===== src/sv/tgc_pkg.sv =====
// ---------------------------------------------------------------------------
// Touch gesture classifier package
// Shared codes, register indexes and controller/datapath interface types.
// ---------------------------------------------------------------------------
`default_nettype none

package tgc_pkg;

  localparam int unsigned COORD_W = 12;
  localparam int unsigned WORD_W  = 24;
  localparam int unsigned GEST_W  = 3;
  localparam int unsigned MS_W    = 2;
  localparam int unsigned CFG_A_W = 3;

  // Margin applied to the button regions when a new gesture is classified.
  localparam logic [COORD_W:0] BUTTON_MARGIN = 13'd5;

  // Gesture codes.
  localparam logic [GEST_W-1:0] G_NONE        = 3'd0;
  localparam logic [GEST_W-1:0] G_LEFT        = 3'd1;
  localparam logic [GEST_W-1:0] G_RIGHT       = 3'd2;
  localparam logic [GEST_W-1:0] G_SLIDER_UP   = 3'd3;
  localparam logic [GEST_W-1:0] G_SLIDER_DOWN = 3'd4;

  // Held mouse state codes.
  localparam logic [MS_W-1:0] MS_NONE  = 2'd0;
  localparam logic [MS_W-1:0] MS_LEFT  = 2'd1;
  localparam logic [MS_W-1:0] MS_RIGHT = 2'd2;

  // Miss count at which the next miss releases a held button.
  localparam logic [1:0] MISS_LAST = 2'd2;

  // Configuration register indexes.
  localparam logic [CFG_A_W-1:0] CFG_SLIDER_X_LOW   = 3'd0;
  localparam logic [CFG_A_W-1:0] CFG_SLIDER_X_HIGH  = 3'd1;
  localparam logic [CFG_A_W-1:0] CFG_LEFT_BUTTON_X  = 3'd2;
  localparam logic [CFG_A_W-1:0] CFG_LEFT_BUTTON_Y  = 3'd3;
  localparam logic [CFG_A_W-1:0] CFG_RIGHT_BUTTON_X = 3'd4;
  localparam logic [CFG_A_W-1:0] CFG_RIGHT_BUTTON_Y = 3'd5;

  // Commands from the controller to the datapath.
  typedef struct packed {
    logic accept;  // take the input word into the batch accumulators
    logic load;    // load the dividers from the finished batch sums
    logic step;    // one restoring division step
    logic commit;  // decide, update the held state, write the result
  } tgc_cmd_t;

  // Status from the datapath to the controller.
  typedef struct packed {
    logic out_free;  // the result register can take a word this cycle
  } tgc_sts_t;

endpackage

`default_nettype wire


===== src/sv/touch_gesture_classifier_top.sv =====
// ---------------------------------------------------------------------------
// Touch gesture classifier
// Classifies batches of packed touch samples into button and slider gestures.
// ---------------------------------------------------------------------------
// A word with batch_last passes through divider load, the steps of the
// bit-serial divider that forms the batch averages, and the final decision.
// Throughput: one sample word per cycle inside a batch; no word is taken
// from a batch end until its result is committed. Samples of the next batch
// are taken while a result waits in the result register.
// Reset (rst_n low at a clock edge) restores the register defaults, clears
// the held state, the miss counter, the batch and the result valid flag.
`default_nettype none

module touch_gesture_classifier_top #(
  parameter int unsigned MAX_BATCH    = 16,
  parameter int unsigned HOLD_SAMPLES = 5
) (
  input  wire                          clk,
  input  wire                          rst_n,
  // Configuration write port.
  input  wire                          cfg_we,
  input  wire  [tgc_pkg::CFG_A_W-1:0]  cfg_addr,
  input  wire  [tgc_pkg::COORD_W-1:0]  cfg_wdata,
  // Sample words.
  input  wire                          in_valid,
  output logic                         in_stall,
  input  wire                          in_sample_present,
  input  wire  [tgc_pkg::WORD_W-1:0]   in_sample_word,
  input  wire                          in_batch_last,
  // Result words.
  output logic                         out_valid,
  input  wire                          out_stall,
  output logic [tgc_pkg::GEST_W-1:0]   out_gesture,
  output logic                         out_notify,
  output logic [tgc_pkg::MS_W-1:0]     out_mouse_state
);
  import tgc_pkg::*;

  // The sample counter must reach the larger of the two batch limits. The
  // sums stay below that limit times 4096, which sets the sum width and so
  // the number of divider steps.
  localparam int unsigned NMAX  = (MAX_BATCH > HOLD_SAMPLES) ? MAX_BATCH : HOLD_SAMPLES;
  localparam int unsigned CNT_W = $clog2(NMAX + 1);
  localparam int unsigned SUM_W = COORD_W + $clog2(NMAX);

  tgc_cmd_t cmd;
  tgc_sts_t sts;

  // The controller accepts words only while idle; it walks a finished batch
  // through divider load, the division steps and the final decision.
  tgc_ctrl #(
    .SUM_W(SUM_W)
  ) u_ctrl (
    .clk           (clk),
    .rst_n         (rst_n),
    .in_valid      (in_valid),
    .in_batch_last (in_batch_last),
    .in_stall      (in_stall),
    .sts           (sts),
    .cmd           (cmd)
  );

  // The datapath holds the configuration, the batch and held state and the
  // result register that separates the result channel from the input side.
  tgc_datapath #(
    .MAX_BATCH    (MAX_BATCH),
    .HOLD_SAMPLES (HOLD_SAMPLES),
    .SUM_W        (SUM_W),
    .CNT_W        (CNT_W)
  ) u_dp (
    .clk               (clk),
    .rst_n             (rst_n),
    .cfg_we            (cfg_we),
    .cfg_addr          (cfg_addr),
    .cfg_wdata         (cfg_wdata),
    .in_sample_present (in_sample_present),
    .in_sample_word    (in_sample_word),
    .cmd               (cmd),
    .sts               (sts),
    .out_valid         (out_valid),
    .out_stall         (out_stall),
    .out_gesture       (out_gesture),
    .out_notify        (out_notify),
    .out_mouse_state   (out_mouse_state)
  );

endmodule

`default_nettype wire


===== src/sv/tgc_ctrl.sv =====
// ---------------------------------------------------------------------------
// Touch gesture classifier controller
// Sequences accumulation, batch-end division and the final decision.
// ---------------------------------------------------------------------------
`default_nettype none

module tgc_ctrl #(
  parameter int unsigned SUM_W = 16
) (
  input  wire                 clk,
  input  wire                 rst_n,
  input  wire                 in_valid,
  input  wire                 in_batch_last,
  output logic                in_stall,
  input  tgc_pkg::tgc_sts_t   sts,
  output tgc_pkg::tgc_cmd_t   cmd
);
  import tgc_pkg::*;

  localparam int unsigned STEP_W = (SUM_W > 1) ? $clog2(SUM_W) : 1;

  typedef enum logic [3:0] {
    S_IDLE = 4'b0001,
    S_LOAD = 4'b0010,
    S_DIV  = 4'b0100,
    S_FIN  = 4'b1000
  } state_t;

  state_t             state_r, state_nxt;
  logic [STEP_W-1:0]  step_r, step_nxt;

  always_comb begin
    state_nxt  = state_r;
    step_nxt   = step_r;
    cmd        = '0;
    in_stall   = 1'b1;
    case (state_r)
      S_IDLE: begin
        in_stall   = 1'b0;
        cmd.accept = in_valid;
        if (in_valid && in_batch_last) begin
          state_nxt = S_LOAD;
        end
      end
      S_LOAD: begin
        cmd.load  = 1'b1;
        step_nxt  = STEP_W'(SUM_W - 1);
        state_nxt = S_DIV;
      end
      S_DIV: begin
        cmd.step = 1'b1;
        if (step_r == '0) begin
          state_nxt = S_FIN;
        end else begin
          step_nxt = step_r - 1'b1;
        end
      end
      S_FIN: begin
        // Hold the decision until the result register has room.
        if (sts.out_free) begin
          cmd.commit = 1'b1;
          state_nxt  = S_IDLE;
        end
      end
      default: begin
        state_nxt = S_IDLE;
      end
    endcase
  end

  always_ff @(posedge clk) begin
    if (!rst_n) begin
      state_r <= S_IDLE;
      step_r  <= '0;
    end else begin
      state_r <= state_nxt;
      step_r  <= step_nxt;
    end
  end

endmodule

`default_nettype wire


===== src/sv/tgc_datapath.sv =====
// ---------------------------------------------------------------------------
// Touch gesture classifier datapath
// Configuration, batch accumulators, two restoring dividers, decision logic
// and the result register.
// ---------------------------------------------------------------------------
`default_nettype none

module tgc_datapath #(
  parameter int unsigned MAX_BATCH    = 16,
  parameter int unsigned HOLD_SAMPLES = 5,
  parameter int unsigned SUM_W        = 16,
  parameter int unsigned CNT_W        = 5
) (
  input  wire                                 clk,
  input  wire                                 rst_n,
  input  wire                                 cfg_we,
  input  wire  [tgc_pkg::CFG_A_W-1:0]         cfg_addr,
  input  wire  [tgc_pkg::COORD_W-1:0]         cfg_wdata,
  input  wire                                 in_sample_present,
  input  wire  [tgc_pkg::WORD_W-1:0]          in_sample_word,
  input  tgc_pkg::tgc_cmd_t                   cmd,
  output tgc_pkg::tgc_sts_t                   sts,
  output logic                                out_valid,
  input  wire                                 out_stall,
  output logic [tgc_pkg::GEST_W-1:0]          out_gesture,
  output logic                                out_notify,
  output logic [tgc_pkg::MS_W-1:0]            out_mouse_state
);
  import tgc_pkg::*;

  localparam int unsigned EXT_W = SUM_W + 1;

  // Configuration registers.
  logic [COORD_W-1:0] sxl_r, sxh_r, lbx_r, lby_r, rbx_r, rby_r;

  always_ff @(posedge clk) begin
    if (!rst_n) begin
      sxl_r <= 12'd1600;
      sxh_r <= 12'd2496;
      lbx_r <= 12'd1000;
      lby_r <= 12'd3000;
      rbx_r <= 12'd3000;
      rby_r <= 12'd3000;
    end else if (cfg_we) begin
      case (cfg_addr)
        CFG_SLIDER_X_LOW:   sxl_r <= cfg_wdata;
        CFG_SLIDER_X_HIGH:  sxh_r <= cfg_wdata;
        CFG_LEFT_BUTTON_X:  lbx_r <= cfg_wdata;
        CFG_LEFT_BUTTON_Y:  lby_r <= cfg_wdata;
        CFG_RIGHT_BUTTON_X: rbx_r <= cfg_wdata;
        CFG_RIGHT_BUTTON_Y: rby_r <= cfg_wdata;
        default: ;
      endcase
    end
  end

  // Held state and batch accumulators.
  logic [MS_W-1:0]    held_r, held_nxt;
  logic [1:0]         miss_r, miss_nxt;
  logic [CNT_W-1:0]   cnt_r, cnt_nxt;
  logic [CNT_W-1:0]   up_r, up_nxt, down_r, down_nxt;
  logic [SUM_W-1:0]   xs_r, xs_nxt, ys_r, ys_nxt;
  logic [COORD_W-1:0] px_r, px_nxt, py_r, py_nxt;

  logic [COORD_W-1:0] sx, sy;
  logic               holding;

  assign sx      = in_sample_word[WORD_W-1:COORD_W];
  assign sy      = in_sample_word[COORD_W-1:0];
  assign holding = (held_r == MS_LEFT) || (held_r == MS_RIGHT);

  // Dividers: X and Y are divided side by side, one quotient bit a step.
  logic [SUM_W-1:0] xq_r, yq_r;
  logic [CNT_W-1:0] xrem_r, yrem_r, div_r;
  logic [CNT_W:0]   x_trial, y_trial, div_ext;
  logic             x_ge, y_ge;

  assign div_ext = {1'b0, div_r};
  assign x_trial = {xrem_r, xq_r[SUM_W-1]};
  assign y_trial = {yrem_r, yq_r[SUM_W-1]};
  assign x_ge    = (x_trial >= div_ext);
  assign y_ge    = (y_trial >= div_ext);

  always_ff @(posedge clk) begin
    if (cmd.load) begin
      xq_r   <= xs_r;
      yq_r   <= ys_r;
      xrem_r <= '0;
      yrem_r <= '0;
      // Hold averages divide by the count; classification by count minus one.
      div_r  <= holding ? cnt_r : (cnt_r - 1'b1);
    end else if (cmd.step) begin
      xq_r   <= {xq_r[SUM_W-2:0], x_ge};
      yq_r   <= {yq_r[SUM_W-2:0], y_ge};
      xrem_r <= x_ge ? CNT_W'(x_trial - div_ext) : x_trial[CNT_W-1:0];
      yrem_r <= y_ge ? CNT_W'(y_trial - div_ext) : y_trial[CNT_W-1:0];
    end
  end

  // Decision on the averages.
  logic [EXT_W-1:0] xa, ya, sxl_e, sxh_e, lbx_e, lby_e, rbx_e, rby_e;
  logic [CNT_W:0]   up_e, down_e, quarter;
  logic             in_band, left_c, right_c, hold_hit;
  logic [GEST_W-1:0] class_g;

  assign xa      = {1'b0, xq_r};
  assign ya      = {1'b0, yq_r};
  assign sxl_e   = EXT_W'(sxl_r);
  assign sxh_e   = EXT_W'(sxh_r);
  assign lbx_e   = EXT_W'(lbx_r);
  assign lby_e   = EXT_W'(lby_r);
  assign rbx_e   = EXT_W'(rbx_r);
  assign rby_e   = EXT_W'(rby_r);
  assign up_e    = {1'b0, up_r};
  assign down_e  = {1'b0, down_r};
  assign quarter = {1'b0, cnt_r} >> 2;

  assign in_band  = (xa < sxh_e) && (xa > sxl_e);
  assign left_c   = ((xa + EXT_W'(BUTTON_MARGIN)) < lbx_e) && (ya > lby_e);
  assign right_c  = (xa > (rbx_e + EXT_W'(BUTTON_MARGIN))) && (ya > rby_e);
  assign hold_hit = (cnt_r != '0) &&
                    (((xa < lbx_e) && (ya > lby_e)) || ((xa > rbx_e) && (ya > rby_e)));

  always_comb begin
    class_g = G_NONE;
    if (cnt_r >= CNT_W'(2)) begin
      if (in_band) begin
        if (up_e >= down_e + quarter) begin
          class_g = G_SLIDER_UP;
        end else if (down_e >= up_e + quarter) begin
          class_g = G_SLIDER_DOWN;
        end
      end else if (left_c) begin
        class_g = G_LEFT;
      end else if (right_c) begin
        class_g = G_RIGHT;
      end
    end
  end

  // Result register.
  logic              out_valid_r;
  logic [GEST_W-1:0] gest_r, gest_nxt;
  logic              notify_r, notify_nxt;
  logic [MS_W-1:0]   ms_r;

  assign sts.out_free = !out_valid_r || !out_stall;

  always_comb begin
    held_nxt   = held_r;
    miss_nxt   = miss_r;
    cnt_nxt    = cnt_r;
    up_nxt     = up_r;
    down_nxt   = down_r;
    xs_nxt     = xs_r;
    ys_nxt     = ys_r;
    px_nxt     = px_r;
    py_nxt     = py_r;
    gest_nxt   = G_NONE;
    notify_nxt = 1'b0;
    if (cmd.accept && in_sample_present) begin
      if (holding) begin
        if (cnt_r < CNT_W'(HOLD_SAMPLES)) begin
          xs_nxt  = xs_r + SUM_W'(sx);
          ys_nxt  = ys_r + SUM_W'(sy);
          cnt_nxt = cnt_r + 1'b1;
        end
      end else if (cnt_r < CNT_W'(MAX_BATCH)) begin
        if (cnt_r != '0) begin
          if (py_r <= sy) begin
            up_nxt = up_r + 1'b1;
          end else begin
            down_nxt = down_r + 1'b1;
          end
          xs_nxt = xs_r + SUM_W'(px_r);
          ys_nxt = ys_r + SUM_W'(py_r);
        end
        px_nxt  = sx;
        py_nxt  = sy;
        cnt_nxt = cnt_r + 1'b1;
      end
    end
    if (cmd.commit) begin
      if (holding) begin
        if (hold_hit) begin
          miss_nxt = '0;
        end else if (miss_r == MISS_LAST) begin
          miss_nxt   = '0;
          held_nxt   = MS_NONE;
          notify_nxt = 1'b1;
        end else begin
          miss_nxt = miss_r + 1'b1;
        end
      end else begin
        gest_nxt = class_g;
        if (class_g != G_NONE) begin
          notify_nxt = 1'b1;
          held_nxt   = ((class_g == G_LEFT) || (class_g == G_RIGHT)) ?
                       class_g[MS_W-1:0] : MS_NONE;
        end
      end
      cnt_nxt  = '0;
      up_nxt   = '0;
      down_nxt = '0;
      xs_nxt   = '0;
      ys_nxt   = '0;
      px_nxt   = '0;
      py_nxt   = '0;
    end
  end

  always_ff @(posedge clk) begin
    if (!rst_n) begin
      held_r      <= MS_NONE;
      miss_r      <= '0;
      cnt_r       <= '0;
      up_r        <= '0;
      down_r      <= '0;
      xs_r        <= '0;
      ys_r        <= '0;
      px_r        <= '0;
      py_r        <= '0;
      out_valid_r <= 1'b0;
    end else begin
      held_r <= held_nxt;
      miss_r <= miss_nxt;
      cnt_r  <= cnt_nxt;
      up_r   <= up_nxt;
      down_r <= down_nxt;
      xs_r   <= xs_nxt;
      ys_r   <= ys_nxt;
      px_r   <= px_nxt;
      py_r   <= py_nxt;
      if (cmd.commit) begin
        out_valid_r <= 1'b1;
      end else if (!out_stall) begin
        out_valid_r <= 1'b0;
      end
    end
  end

  always_ff @(posedge clk) begin
    if (cmd.commit) begin
      gest_r   <= gest_nxt;
      notify_r <= notify_nxt;
      ms_r     <= held_nxt;
    end
  end

  assign out_valid       = out_valid_r;
  assign out_gesture     = gest_r;
  assign out_notify      = notify_r;
  assign out_mouse_state = ms_r;

endmodule

`default_nettype wire


===== config.mk =====
export PLATFORM = sky130hd
export DESIGN_NAME = touch_gesture_classifier_top
export DESIGN_NICKNAME = d
export VERILOG_FILES = /design/src/sv/tgc_pkg.sv /design/src/sv/touch_gesture_classifier_top.sv /design/src/sv/tgc_ctrl.sv /design/src/sv/tgc_datapath.sv
export SDC_FILE = /design/constraint.sdc
export NUM_CORES = 1
export LEC_CHECK = 0
export ABC_CLOCK_PERIOD_IN_PS = 4140
export BUFFER_PORTS_ARGS = -buffer_cell sky130_fd_sc_hd__buf_4
export CAP_MARGIN = 20
export CORE_ASPECT_RATIO = 1.75
export CORE_MARGIN = 2
export CORE_UTILIZATION = 39
export DETAILED_ROUTE_END_ITERATION = 6
export GPL_TIMING_DRIVEN = 0
export MAX_ROUTING_LAYER = met4
export SYNTH_ARGS = -nofsm -noshare
export SYNTH_HDL_FRONTEND = slang
export SYNTH_HIERARCHICAL = 1
export SYNTH_SLANG_ARGS = --single-unit
export TNS_END_PERCENT = 5

===== constraint.sdc =====
create_clock -name clk -period 4.14 [get_ports clk]
set_input_delay 0 -clock clk [delete_from_list [all_inputs] [get_ports clk]]
set_output_delay 0 -clock clk [all_outputs]
set_load 0.01 [all_outputs]

After elaboration in Yosys (flattened, before gate mapping) --
Cells that the tools add are included.
Operators by class: $add $sub $neg 16, magnitude comparators 16, eq/ne operators 20, muxes and demuxes 50, bitwise logic cells 3, reductions and logical operators 37
Operators by type and width (number):
- $mux W16 | 12
- $add A16 B12 Y16 | 4
- $gt A16 B12 Y1 | 4
- $lt A16 B12 Y1 | 2
- $mux W5 | 6
- $mux W2 | 9
- $add A16 B3 Y17 const B | 1
- $gt A16 B17 Y1 | 1
- $lt A17 B12 Y1 | 1
- $mux W4 | 4
- $pmux W4 S4 | 1
- $reduce_and A2 Y1 | 8
- $add A5 B1 Y5 const B | 3
- $mux W3 | 5
- $add A12 B3 Y13 const B | 1
- $add A5 B3 Y6 | 2
- $ge A5 B6 Y1 | 2
- $ge A6 B5 Y1 | 2
- $le A12 B12 Y1 | 1
- $mux W1 | 12
- $reduce_and A5 Y1 | 2
- $sub A5 B5 Y5 | 2
- $eq A3 B2 Y1 const B | 3
- $reduce_and A3 Y1 | 3
- 28 further kinds | 51
Word-level totals: register bits after elaboration 209, input bits 46, output and inout port bits 8, logic and storage cells 168

Longest topological paths before layout --
Gate-level depths: netlist (run 1).
depth in word-level cells 13, mapped depth 15

Modules after synthesis --
Netlist (run 1), hierarchy kept.
By module, submodules not included:
- tgc_datapath | instances 1, cells each 1518, area each 12804.8 µm², seq. area each 4454.3 µm²
- tgc_ctrl | instances 1, cells each 45, area each 411.6 µm², seq. area each 160.2 µm²

Least setup slack after synthesis (run 1) --
Ideal clock, no wire load.
kind register to register, start register u_dp.held_r[0], end register u_dp.ys_r[15], arrival time 3.410 ns, slack 0.651 ns, stages on the path, launching flop included 14, path buffers 2, cell sequence dfxtp_1 xnor2_1 clkbuf_1 clkbuf_1 nand2_1 o21ai_0 ha_1 a21o_1 a21o_1 a2111oi_2 o31ai_1 o41a_1 or4b_1 o211ai_1
Between the ends: word-level cells in the longest chain between the ends 4, elaborated cells on any way between the ends 8, classes of those cells 3 x eq/ne; 1 x mux; 4 x reduce/logical
Ends and longest elaborated chain:
- from (decl) | RTL line tgc_datapath.sv:58 | logic [MS_W-1:0] held_r, held_nxt;
- from (signal assigned) | RTL line tgc_datapath.sv:225 | held_r <= held_nxt;
- $eq A2 B1 Y1 / $eq A2 B2 Y1 (equally long branches) | RTL line tgc_datapath.sv:70 | assign holding = (held_r == MS_LEFT) || (held_r == MS_RIGHT);
- $logic_or A1 B1 Y1 * | RTL line tgc_datapath.sv:70
- $ne A2 B2 Y1 (no source line) / $reduce_bool A2 Y1 (equally long branches)
- $reduce_and A4 Y1 (no source line)
- to (signal assigned) | RTL line tgc_datapath.sv:231 | ys_r <= ys_nxt;
- to (decl) | RTL line tgc_datapath.sv:62 | logic [SUM_W-1:0] xs_r, xs_nxt, ys_r, ys_nxt;
Mark *: on every way between the ends. The rest lies on a longest branch, timed or not. A chain may end at the register's enable or synchronous reset.

Worst setup path after layout (run 1) --
Same ends and word-level chain as after synthesis.

==> results of run 1 <==
==> worst min-delay path: cells and delay by family <==
kind            cells  cell delay (ps)
buf+inv             1               80
simple gates        1              230
compound gates      2              330
==> state kept, by name, summed over array words and instances, names as in the netlist, 16 cells and up <==
| register | cells |
|---|---|
| u_dp/xq_r | 16 |
| u_dp/xs_r | 16 |
| u_dp/ys_r | 16 |
| u_dp/yq_r | 16 |
==> how the worst max path moves through the flow <==
stage,end,slack [ps],cells after the start
final,u_dp/ys_r[15],160,11
after global routing,u_dp/ys_r[12],-60,13
after CTS,u_dp/ys_r[15],80,12
after detailed placement,u_dp/ys_r[15],-80,12
after global placement,u_dp/ys_r[15],-90,13
after floorplan,u_dp/ys_r[15],650,13
==> kinds of logic after synthesis <==
logic type               after synthesis
adder cells (fa/ha/maj)              170
AO/OA/AOI/OAI                        370
buffers and inverters                170
flip-flops                           209
multiplexers                          34
AND/OR/NAND/NOR                      545
XOR/XNOR                              65
==> cell usage after synthesis (4+ instances only) <==
master    instances  area (um^2)
nand2_1         293         1100
dfxtp_1         166         3323
ha_1            164         2052
a21oi_1         150        750.7
inv_1           114        427.9
nor2_1           82        307.8
o21ai_0          55        275.3
clkbuf_1         46        172.7
o211ai_1         45        337.8
xnor2_1          45        394.1
edfxtp_1         43         1291
nand3_1          33        165.2
mux2_2           28        315.3
a21o_1           22        165.2
nor3_1           22        110.1
nand4_1          20        125.1
xor2_1           20        175.2
nor2b_1          19        118.9
a211oi_1         18        135.1
o21a_1           13        97.59
and2_1           11        68.82
a31oi_1          10        62.56
or2_2            10        62.56
or3_1             8        50.05
and4_1            7        61.31
nand2b_1          7        43.79
nor4_1            7        43.79
a211o_1           6        52.55
fa_1              6        120.1
mux2i_1           6        60.06
and3_1            5        31.28
buf_2             5        25.02
o31ai_1           5        37.54
nor3b_1           4        30.03
==> metrics by stage <==
step / power [mW] / setup WS (ps) / setup TNS, ps
3_3_place_gp: 2.636 / -85.91 / -115.9
5_1_grt: 4.823 / -61.90 / -133.5
3_5_place_dp: 2.648 / -75.41 / -130.2
2_1_floorplan: 2.478 / 651.5 / 0
6_report: 4.637 / 161.5 / 0
4_1_cts: 4.693 / 84.95 / 0
==> what timing repair did <==
item | 4_1_cts | 5_1_grt
setup buffers | 0 | 3
endpoints found under the hold margin | 107 | 0
setup endpoints to repair | 5 | 8
pin swaps | 0 | 0
hold buffers | 48 | 0
gates resized for setup | 2 | 10
==> metal layers <==
| layer | part of all wire [%] | vias to the layer above |
|---|---|---|
| met5 | 0 | - |
| met4 | 5.7 | 0 |
| met3 | 2.8 | 92 |
| met2 | 52 | 216 |
| met1 | 40 | 5434 |
| li1 | - | 5764 |
==> cell type report <==
cell class / count / area share, %
Multi-Input combinational cell: 1184 / 51.52
Clock buffer: 25 / 3.773
Buffer: 54 / 1.433
Tap cell: 455 / 3.684
Inverter: 116 / 2.818
Clock inverter: 15 / 0.8664
Sequential cell: 209 / 29.86
Timing Repair Buffer: 106 / 6.040
==> power groups by stage <==
stage | sequential, mW | clock (mW) | combinational (mW)
3_3_place_gp | 2.20 | 0 | 0.435
4_1_cts | 2.16 | 2.05 | 0.482
2_1_floorplan | 2.19 | 0 | 0.288
5_1_grt | 2.16 | 2.12 | 0.539
6_report | 2.16 | 2.00 | 0.479
3_5_place_dp | 2.20 | 0 | 0.446
==> layout by cell type, fill, tap and decap left out, drive strengths merged, types with 5 or more instances in the layout <==
| master | n |
|---|---|
| and4 | 7 |
| edfxtp | 43 |
| and2 | 12 |
| nor4 | 7 |
| ha | 164 |
| clkbuf | 71 |
| or3 | 8 |
| mux2 | 28 |
| nand3 | 33 |
| o21ai | 57 |
| dlygate4sd3 | 48 |
| a21o | 22 |
| nand2 | 293 |
| nor2b | 19 |
| xor2 | 20 |
| inv | 116 |
| or2 | 10 |
| xnor2 | 45 |
| dfxtp | 166 |
| clkinv | 10 |
| buf | 66 |
| or4 | 5 |
| fa | 6 |
| nand4 | 20 |
| a21oi | 153 |
| a31oi | 10 |
| o211ai | 45 |
| nand2b | 7 |
| nor3 | 22 |
| mux2i | 6 |
| and3 | 5 |
| o31ai | 6 |
| o21a | 13 |
| a211oi | 18 |
| nor2 | 82 |
| a211o | 6 |
==> Flow_metrics.wiki, run 1 <==
{| class="wikitable"
! Metric !! Value
|-
| Hold wc startpoint || in_sample_present
|-
| Post-detail-place hpwl || 28,410 um
|-
| H-tree depth || 1
|-
| Post-detailed-route via-to-cell ratio || 5.317
|-
| Yosys warnings || 6
|-
| Net count after synthesis || 1,779
|-
| DRT Wirelength || 36,330 um
|-
| Part of the cycle the worst path needs || 96.10%
|-
| Critical path buffer and inverter count || 1
|-
| Clock Sinks || 209
|-
| Power per cell area || 300.1 nW/um^2
|-
| Hold WS || 159.5 ps
|-
| Worst Tran Pin Value || 1009 ps
|-
| Area after DPL || 14,220 um^2
|-
| Grt met1 use || 22.52%
|-
| Via Count || 11,510
|-
| Sequential power share || 46.5%
|-
| Layout cells sized above 1 || 9.479%
|-
| Endpoint of the worst register-to-register path || u_dp/ys_r[15]
|-
| End point of the most critical hold path || u_dp/cnt_r[1]
|-
| IO buf count || 53
|-
| Net count, final || 1,909
|-
| R2r setup slk || 160 ps
|-
| Slew HR || 32.71%
|-
| Die Footprint || 35,430 um^2
|-
| Hold Path Class || input port to register
|-
| Number of inserted filler cells in the final layout || 3,315
|-
| Critical Setup Path Class || register to register
|-
| Total congestion overflow after global routing || 0
|-
| Global routing usage summed across all routing layers || 21.39%
|-
| Dominant register cell in the synthesized netlist || dfxtp_1
|-
| Critical register-to-register path startpoint || u_dp/held_r[0]
|-
| R2r worst-path depth || 11
|-
| Peak Freq || 251.3 MHz
|-
| Share of synthesized flip-flops with an asynchronous set or reset || 0%
|-
| Origin of the worst setup path || u_dp/held_r[0]
|-
| Worst-skew pair later-pin latency || 520 ps
|-
| M3 GR Usage || 2.026%
|-
| Antenna violations before repair || 0
|-
| Largest net degree at the start of global routing || 24
|-
| Net switching component of the power || 1.172 mW
|-
| Slew Limit Fails || 0
|-
| X dimension of the die || 143.2 um
|-
| Combined area of the multi-input logic cells || 7961 um^2
|-
| Cell type with the highest occurrence count on the critical path || a21o_1
|-
| Gate count after technology mapping || 1,563
|-
| Standard cell core area || 33,520 um^2
|-
| Series of cell instances along the critical path || xor2_2, clkbuf_1, o21ai_0, ha_1, a21o_1, a21o_1, a2111oi_2, o31ai_1, o41a_1, or4b_1, o211ai_1
|-
| Switching Share || 25.27%
|-
| Final setup viols || 0
|-
| Final min period || 3979 ps
|-
| Final estimated routing congestion in global placement || 0.8647
|-
| Clock slew at the register clock pins of the worst setup and hold paths || 70 ps
|-
| Wire length of the first global-routing pass || 58,150 um
|-
| Root buffer cell || clkbuf_16
|-
| Max Cap Violations || 0
|-
| Critical Path Start Type || register
|-
| Xor-xnor portion of the synthesized cell area || 4.307%
|-
| Nature of the critical path endpoint || register
|-
| Portion of the post-synthesis area used by sequential elements || 34.91%
|-
| Antenna viol nets, final || 0
|-
| Distinct cell type count of the synthesized netlist || 75
|-
| Combinational group share of total power || 10.3%
|-
| Final core utilization || 46.10%
|-
| Clock buffer depth || 3
|-
| Compound-gate portion of the synthesized area || 17.85%
|-
| Internal Pwr Total || 3.465 mW
|-
| Synth Area in Simple Gates || 18.75%
|-
| Routed WL per cell || 16.79 um
|-
| Peak supply drop || 0.2961 mV
|-
| Critical path required time || 4580 ps
|-
| Number of cells in the design after placement || 2,073
|-
| Non-filler cells, final || 2,164
|-
| Clk_skew || 15.89 ps
|-
| Combinational family with the most area after synthesis || simple AND/OR/NAND/NOR gates
|-
| Crit Path Max Fanout || 10
|-
| CTS tree || done
|-
| Number of cells on the worst hold path || 4
|-
| Run status || finished, final reports clean
|-
| Netlist Area Pre-Place || 13,220 um^2
|-
| Total area of sequential cells || 4614 um^2
|-
| Power share of the clock group || 43.1%
|-
| Busiest grt layer || met2
|-
| Grt met2 use || 38.91%
|-
| Post-synthesis share of cell area spent on full adders, half adders and majority gates || 16.43%
|-
| Max incr delay on CP || 540 ps
|-
| RSZ-0062 raised after global routing || yes
|-
| Number of global-route vias before repair || 11,390
|-
| Multiplexer area fraction after synthesis || 2.840%
|-
| Area growth from synthesis to layout || 16.92%
|-
| Residual DRC count || 0
|-
| Post-route design area || 15,450 um^2
|-
| Average instance area after synthesis || 8.456 um^2
|-
| Detailed Routing Iterations Pass 1 || 5
|-
| Number of top-level pins || 54
|-
| Row cnt || 89
|-
| Hold violation count in the final report || 0
|-
| Dominant delay contributor by cell family on the critical path || compound AO/OA/AOI/OAI gates
|-
| Die Span Y || 247.5 um
|-
| LEAKAGE || 6.419 nW
|-
| TritonCTS buffer count || 22
|-
| Initial drt markers || 568
|-
| Arrival @ worst endpoint || 4420 ps
|-
| Total inserted antenna cells || 0
|-
| Slowest stage cell on the critical path || clkbuf_1
|-
| Register bit total from synthesis || 209
|-
| EDFF count, synth || 43
|-
| Starting density of the core || 39.43%
|}
Power figures use the tool's default switching activity.
==> run 2, diff against run 1 <==
--- a/config.mk
+++ b/config.mk
@@ -5,7 +5,7 @@
 export SDC_FILE = /design/constraint.sdc
 export NUM_CORES = 1
 export LEC_CHECK = 0
-export ABC_CLOCK_PERIOD_IN_PS = 4140
+export ABC_CLOCK_PERIOD_IN_PS = 4300
 export BUFFER_PORTS_ARGS = -buffer_cell sky130_fd_sc_hd__buf_4
 export CAP_MARGIN = 20
 export CORE_ASPECT_RATIO = 1.75
==> constraint.sdc (replaced) <==
create_clock -name clk -period 4.3 [get_ports clk]
set_input_delay 0 -clock clk [delete_from_list [all_inputs] [get_ports clk]]
set_output_delay 0 -clock clk [all_outputs]
set_load 0.01 [all_outputs]
==> run 2 against run 1 <==
- the flow now finishes with violations (DRC)
- global-route usage about the same
- register-to-register slack better by 120 ps
- die area unchanged
- cell count down 0.14%
- non-clock buffer count down 3
- clock skew down 1.7 ps
- critical endpoint unchanged
- largest cell class unchanged
- largest power group unchanged
==> Flow_metrics.wiki, run 2 (synthesized netlist as in run 1, its figures left out) <==
{| class="wikitable"
! Metric !! Value
|-
| Via Count || 11,500
|-
| Part of the cycle the worst path needs || 93.39%
|-
| Final Total Pwr || 4.464 mW
|-
| Max Cap Violations || 0
|-
| Peak supply drop || 0.2860 mV
|-
| Number of buffers added for setup after CTS || 0
|-
| Number of cells in the design after placement || 2,073
|-
| Hold Path Class || input port to register
|-
| Worst Tran Pin Value || 998.8 ps
|-
| Crit Path Max Fanout || 10
|-
| Clk_skew || 14.16 ps
|-
| DRT Wirelength || 36,360 um
|-
| Standard cell core area || 33,520 um^2
|-
| Critical Path Start Type || register
|-
| Global routing usage summed across all routing layers || 21.38%
|-
| H-tree depth || 1
|-
| Total congestion overflow after global routing || 0
|-
| Clock buffer depth || 3
|-
| Slowest stage cell on the critical path || or4b_1
|-
| Cell type with the highest occurrence count on the critical path || a21o_1
|-
| Failing checks || DRC
|-
| Die Span Y || 247.5 um
|-
| Critical path required time || 4740 ps
|-
| Detailed Routing Iterations Pass 1 || 7
|-
| Total area of sequential cells || 4614 um^2
|-
| Hold violation count in the final report || 0
|-
| Number of inserted filler cells in the final layout || 3,315
|-
| IO buf count || 53
|-
| Critical Setup Path Class || register to register
|-
| R2r setup slk || 280 ps
|-
| CTS tree || done
|-
| Area growth from synthesis to layout || 16.72%
|-
| Antenna violations before repair || 0
|-
| Die Footprint || 35,430 um^2
|-
| TritonCTS buffer count || 22
|-
| Commonest non-fill, non-tap cells in the layout || 293 x nand2_1, 166 x dfxtp_1, 164 x ha_1, 150 x a21oi_1, 114 x inv_1
|-
| X dimension of the die || 143.2 um
|-
| Net count, final || 1,906
|-
| Wire length of the first global-routing pass || 58,130 um
|-
| Clock Sinks || 209
|-
| Run status || finished, violations left
|-
| Routed WL per cell || 16.83 um
|-
| Root buffer cell || clkbuf_16
|-
| Most common library cell in the layout ignoring fill and taps || nand2_1
|-
| Starting density of the core || 39.43%
|-
| Residual DRC count || 1
|-
| RSZ-0062 raised after global routing || no
|-
| Final estimated routing congestion in global placement || 0.8647
|-
| Post-detailed-route via-to-cell ratio || 5.323
|-
| Number of top-level pins || 54
|-
| Max incr delay on CP || 480 ps
|-
| Clock slew at the register clock pins of the worst setup and hold paths || 70 ps
|-
| Peak Freq || 249.0 MHz
|-
| Worst-skew pair later-pin latency || 520 ps
|-
| Nature of the critical path endpoint || register
|-
| Total negative slack for setup checks || 0 ps
|-
| Power per cell area || 289.4 nW/um^2
|-
| Total inserted antenna cells || 0
|-
| Layout cells sized above 1 || 9.261%
|-
| Combined area of the multi-input logic cells || 7961 um^2
|-
| Initial drt markers || 645
|-
| Arrival @ worst endpoint || 4450 ps
|-
| Hold WS || 162.9 ps
|-
| Antenna viol nets, final || 0
|-
| Post-detail-place hpwl || 28,410 um
|-
| Series of cell instances along the critical path || xnor2_1, clkbuf_2, clkbuf_1, nand2_1, o21ai_0, ha_1, a21o_1, a21o_1, a2111oi_2, o31ai_1, o41a_1, or4b_1, o211ai_1
|-
| Slew HR || 33.42%
|-
| Largest net degree at the start of global routing || 24
|-
| Non-filler cells, final || 2,161
|-
| LEAKAGE || 6.402 nW
|-
| Final setup viols || 0
|-
| Number of global-route vias before repair || 11,390
|-
| Slew Limit Fails || 0
|-
| Final min period || 4016 ps
|-
| Row cnt || 89
|}
[run 2: cell count changes in the layout (fill, tap and decap cells not counted), sizes merged]
cell / previous run / this run
buf: 66 / 63
[run 2: layout make-up]
cell class / instances / area share (%)
buffer: 54 / 1.411
clock buffer: 25 / 3.780
clock inverter: 15 / 0.8679
inverter: 116 / 2.823
multi-input combinational: 1184 / 51.61
sequential: 209 / 29.91
tap: 455 / 3.690
timing repair buffer: 103 / 5.905
[run 2: power by group]
part           total (mW)  internal, mW  switching [mW]
logic               0.461         0.194           0.267
registers            2.08          2.04          0.0350
clock network        1.93          1.10           0.826
[run 2: final timing paths]
check | cells past startpoint | to | startpoint
hold reg to reg | 2 | u_dp/px_r[1] | u_dp/px_r[1]
hold / removal | 4 | u_dp/cnt_r[1] | in_sample_present
setup reg to reg | 13 | u_dp/ys_r[15] | u_dp/held_r[0]
setup / recovery | 13 | u_dp/ys_r[15] | u_dp/held_r[0]
[run 2: timing repair]
| item | CTS | global route |
|---|---|---|
| hold endpoints to repair | 107 | 0 |
| gates resized for setup | 0 | 9 |
| hold buffers | 48 | 0 |
| setup endpoints to repair | 0 | 6 |
[run 2: layer usage]
layer	share of wire [%]	wire length (um)	global-route usage, %
met4	5.6	2031	11.65
met3	3.1	1141	2.026
met2	52	18920	38.90
met1	39	14270	22.51
met5	0	0	-
[run 2: stage by stage]
stage | setup slack (ps) | instance area (um^2) | util [%]
after floorplan | 811.5 | 13220 | -
after global routing | 0.3508 | 15430 | 46.02
after global placement | 74.09 | 14180 | 42.32
after detailed placement | 84.59 | 14220 | 42.41
final | 284.3 | 15430 | 46.02
after CTS | 54.54 | 15410 | 45.99
[run 2: worst max-delay path: cells and delay by family (launching register included)]
family	cells	cell delay [ps]
AOI/OAI and AO/OA	7	1630
adders and majority gates	1	310
DFF	1	470
buffers and inverters	2	740
xor gates and xnor gates	1	190
and+or+nand+nor	2	570
